## src/hdl/lsi_pkg.sv

```systemverilog
// ----------------------------------------------------------------------------
// lsi_pkg
// Shared status codes and queue status type for the line crossing block.
// ----------------------------------------------------------------------------
package lsi_pkg;

	localparam logic [1:0] ST_PARALLEL = 2'd0;
	localparam logic [1:0] ST_HIT      = 2'd1;
	localparam logic [1:0] ST_OUTSIDE  = 2'd2;

	typedef struct packed {
		logic full;
		logic empty;
	} lsi_qstat_t;

endpackage

```

## src/hdl/lsi_fifo.sv

```systemverilog
// ----------------------------------------------------------------------------
// lsi_fifo
// Small register queue; DEPTH must be a power of two, at least 2.
// ----------------------------------------------------------------------------
module lsi_fifo #(
	parameter int WIDTH = 8,
	parameter int DEPTH = 2
) (
	input  logic               clk,
	input  logic               arst_n,
	input  logic               wr,
	input  logic [WIDTH-1:0]   wr_data,
	input  logic               rd,
	output logic [WIDTH-1:0]   rd_data,
	output lsi_pkg::lsi_qstat_t stat
);
	import lsi_pkg::*;

	localparam int AW = $clog2(DEPTH);
	localparam int CW = $clog2(DEPTH + 1);

	logic [WIDTH-1:0] slot_q [DEPTH];
	logic [AW-1:0]    wp_q;
	logic [AW-1:0]    rp_q;
	logic [CW-1:0]    cnt_q;
	logic             do_wr;
	logic             do_rd;

	assign stat.full  = (cnt_q == CW'(DEPTH));
	assign stat.empty = (cnt_q == '0);
	assign do_wr      = wr && !stat.full;
	assign do_rd      = rd && !stat.empty;
	assign rd_data    = slot_q[rp_q];

	always_ff @(posedge clk or negedge arst_n) begin
		if (!arst_n) begin
			wp_q  <= '0;
			rp_q  <= '0;
			cnt_q <= '0;
		end else begin
			if (do_wr)
				wp_q <= wp_q + 1'b1;
			if (do_rd)
				rp_q <= rp_q + 1'b1;
			if (do_wr && !do_rd)
				cnt_q <= cnt_q + 1'b1;
			else if (do_rd && !do_wr)
				cnt_q <= cnt_q - 1'b1;
		end
	end

	always_ff @(posedge clk) begin
		if (do_wr)
			slot_q[wp_q] <= wr_data;
	end

endmodule

```

## config.mk

```make
export PLATFORM = sky130hd
export DESIGN_NAME = lsi_fifo
export DESIGN_NICKNAME = d
export VERILOG_FILES = /design/src/hdl/lsi_pkg.sv /design/src/hdl/lsi_fifo.sv
export SDC_FILE = /design/constraint.sdc
export NUM_CORES = 1
export LEC_CHECK = 0
export BUFFER_PORTS_ARGS = -buffer_cell sky130_fd_sc_hd__buf_2
export CORE_ASPECT_RATIO = 0.8
export CORE_MARGIN = 3
export CORE_UTILIZATION = 35
export DETAILED_ROUTE_END_ITERATION = 16
export GPL_TIMING_DRIVEN = 0
export PLACE_DENSITY_LB_ADDON = 0.1
export SLEW_MARGIN = 20
export SYNTH_ARGS = -nofsm -noshare
export SYNTH_HDL_FRONTEND = slang
export SYNTH_SLANG_ARGS = --single-unit
export TNS_END_PERCENT = 5
```

## constraint.sdc

```tcl
create_clock -name clk -period 3.56 [get_ports clk]
set_clock_uncertainty 0.2 [all_clocks]
set_input_delay 0.712 -clock clk [delete_from_list [all_inputs] [get_ports clk]]
set_output_delay 0.712 -clock clk [all_outputs]
set_load 0.01 [all_outputs]
```

==> Implementation_results.wiki <==
{| class="wikitable"
! Metric !! Value
|-
| Run status || complete, no violations
|-
| Overall fraction of global-route tracks in use || about 9.0%
|-
| Clock Tree Root || sky130_fd_sc_hd__clkbuf_4
|-
| Launching element type of the critical path || flip-flop
|-
| Number of top-level design ports || 22
|-
| Fraction of layout cells with a size suffix above 1 || 42.86%
|-
| Site row count || 14
|-
| Worst R2R Setup Slack || 1.70 ns
|-
| Worst ir drop on vdd || approximately 0.00033 V
|-
| Max-slew headroom || between 50% and 60%
|-
| Area fraction of the dominant cell type after synthesis || between 60% and 70%
|-
| Cell count of the worst hold path || 1
|-
| Synth area leaders || sky130_fd_sc_hd__edfxtp_1 (61%), sky130_fd_sc_hd__dfrtp_1 (13%), sky130_fd_sc_hd__mux2_1 (8.6%), sky130_fd_sc_hd__mux2_2 (2.9%), sky130_fd_sc_hd__xnor2_1 (2.2%)
|-
| HPWL after detailed placement || roughly 860 um
|-
| Final worst slack || between 1 and 1.5 ns
|-
| DIE HEIGHT || just under 50 um
|-
| Vias after detailed routing || about 430
|-
| Drt total wl || around 1.2 mm
|-
| Mean instance size in the synthesized netlist || 17.77 um2
|-
| Hold_sp || cnt_q[1]
|-
| Die outline area || between 2000 and 3000 um2
|-
| Power consumption || ~750 uW
|-
| TritonCTS clock tree || done
|-
| First-pass iteration count of the detailed router || 2
|-
| # clock sinks || 20
|-
| Required arrival time at the worst endpoint || approximately 2.7 ns
|-
| Critical R2R Launch || cnt_q[0]
|-
| # Post-CTS Setup Buffers || 0
|-
| Number of buffers created by CTS || 3
|-
| H-Tree Depth || 1
|-
| Netlist cell types || 15
|-
| Critical path arrival || about 1.4 ns
|-
| Crit Path Max Fanout || 9
|-
| Average routed wire per standard cell || 12.32 um
|-
| Pins Over Slew Limit || 0
|-
| Final setup violation count || 0
|-
| Highest clock frequency the design can meet || between 0.4 and 0.5 GHz
|-
| Post-CTS clock slew at the launch and capture registers of the worst setup and hold paths || around 0.1 ns
|-
| Number of register bits inferred by synthesis || 20
|-
| GP Congestion || 0.6877
|-
| Total core area || between 1500 and 2000 um2
|-
| Instance count of the mapped netlist || 44
|-
| Layout net count || 84
|-
| First-pass GRT wire length || between 1.5 and 2 mm
|-
| Diodes inserted || 0
|-
| Final TNS setup || 0 ns
|-
| Synth warn || 0
|-
| Hold Vio Cnt, Final || 0
|-
| RSZ-0062 raised after global routing || false
|-
| Static leakage || about 0.00040 uW
|-
| Cell taking the most area after synthesis || sky130_fd_sc_hd__edfxtp_1
|-
| Path type of the worst setup path || reg2out
|-
| Chip Width || a little under 60 um
|-
| Maxcap violations || 0
|-
| Share of synthesized area occupied by flip-flops and latches || ~74%
|-
| Synth-to-Final Area Change || 23.20%
|-
| Endpoint of the worst register-to-register path || slot_q[0][1]
|-
| Cell Area, Synth || roughly 800 um2
|-
| Least-Margin Pin Slew || approximately 0.73 ns
|-
| Pwr dens || 774.1 nW/um2
|-
| Initial antenna violation count || 0
|-
| Pin count of the biggest net entering global routing || 12
|-
| List of most frequent post-synthesis cells || sky130_fd_sc_hd__edfxtp_1 (16), sky130_fd_sc_hd__mux2_1 (6), sky130_fd_sc_hd__dfrtp_1 (4)
|-
| Cell with the most instances after synthesis || sky130_fd_sc_hd__edfxtp_1
|-
| Port Buffers || 21
|-
| Detailed-route vias per instance || approximately 4.5
|-
| Reg2Reg Depth || 3
|-
| Hold WC Path Type || reg2reg
|-
| Drt first-iter violations || 2
|-
| Post-layout minimum cycle time || around 2.3 ns
|-
| Tightest hold margin || 0.3215 ns
|-
| Utilization after layout || around 48%
|-
| Post-synthesis async set-or-reset flop share || ~20%
|-
| Clock latency on the worst-skew pair || 0.29 ns
|-
| Number of synthesized flops with an enable pin || 16
|-
| Placement-stage worst setup slack || between 1.5 and 2 ns
|-
| Capturing element type of the critical path || primary output
|-
| Post-DRT Antenna Nets || 0
|-
| Hold path endpoint || cnt_q[1]
|-
| Vias in the first global route || ~380
|-
| Final-layout fill cell count || between 150 and 200
|-
| Syn nets || 57
|-
| Total DRC errors in the routed layout || 0
|-
| GR Overflow Total || 0
|-
| Effective utilization at floorplan || approximately two fifths
|-
| Share of the clock period used by the worst path || around 64%
|-
| Dominant synthesized flop cell || sky130_fd_sc_hd__edfxtp_1
|-
| Number of buffers on the longest clock path || 2
|}
per-layer routing:
metal	routed length (um)	GRT usage, %	vias to the layer above
met1	517	11.62	203
met2	566	13.88	13
met3	74	4.233	0
met5	0	0	-
met4	0	2.715	0
li1	-	-	211
final cells by class:
| type | instances | area (um2) | area share [%] |
|---|---|---|---|
| sequential | 20 | 580.6 | 60.26 |
| multi-input combinational | 21 | 188.9 | 19.61 |
| timing repair buffer | 22 | 115.1 | 11.95 |
| clock buffer | 4 | 36.28 | 3.766 |
| tap | 24 | 30.03 | 3.117 |
| inverter | 2 | 7.507 | 0.7792 |
| buffer | 1 | 5.005 | 0.5195 |
where the power goes:
group          switching, uW  internal [uW]  total [uW]
registers               29.5            327         357
clock network           62.4           62.3         125
logic                    139            125         264
logic make-up after synthesis:
kind of cell    Yosys count  share of synthesized area, %
buf+inv                   3                         1.600
xor+xnor                  5                         6.561
compound gates            1                        0.6394
simple gates              6                         3.841
fa+ha+maj                 1                         1.600
mux                       8                         11.52
flops                    20                         74.24
layout by cell type (no fill, tap or decap):
master,instances
sky130_fd_sc_hd__xor2_1,2
sky130_fd_sc_hd__dfrtp_1,4
sky130_fd_sc_hd__o21ai_1,1
sky130_fd_sc_hd__inv_1,2
sky130_fd_sc_hd__clkbuf_8,1
sky130_fd_sc_hd__nand2_2,1
sky130_fd_sc_hd__nor2_1,3
sky130_fd_sc_hd__ha_1,1
sky130_fd_sc_hd__buf_2,22
sky130_fd_sc_hd__xnor2_2,1
sky130_fd_sc_hd__mux2_1,6
sky130_fd_sc_hd__dlygate4sd3_1,1
sky130_fd_sc_hd__nand2b_1,1
sky130_fd_sc_hd__edfxtp_1,16
sky130_fd_sc_hd__clkbuf_4,3
sky130_fd_sc_hd__xnor2_1,2
sky130_fd_sc_hd__and3_1,1
sky130_fd_sc_hd__mux2_2,2
state kept, by name, summed over array words and instances (netlist names):
signal / flops
cnt_q: 2
rp_q: 1
wp_q: 1
slot_q: 16
worst max-delay path by stage:
stage                         endpoint  slack (ns)  start  depth (start not counted)
after global placement    slot_q[0][4]        1.51     wr                          3
after CTS                   rd_data[0]        1.27   rp_q                          3
after detailed placement  slot_q[0][4]        1.52     wr                          3
after floorplan             rd_data[1]        1.78   rp_q                          2
after global routing        rd_data[0]        1.20   rp_q                          3
final                       rd_data[0]        1.28   rp_q                          3
through the flow:
step,cells,instance area [um2]
2_1_floorplan,44,782.0
3_3_place_gp,89,917.1
3_5_place_dp,89,917.1
4_1_cts,94,963.4
5_1_grt,94,963.4
6_report,94,963.4
what timing repair did:
item / in CTS / in global routing
resized for setup: 0 / 0
hold buffers: 1 / 0
endpoints found under the hold margin: 4 / 0
critical path, cell delays in order, from the launching register on:
cell and delay, ns:
sky130_fd_sc_hd__dfrtp_1 0.33, sky130_fd_sc_hd__buf_2 0.23, sky130_fd_sc_hd__mux2_2 0.37, sky130_fd_sc_hd__buf_2 0.14
No activity file was read; power rests on OpenSTA's default activity.
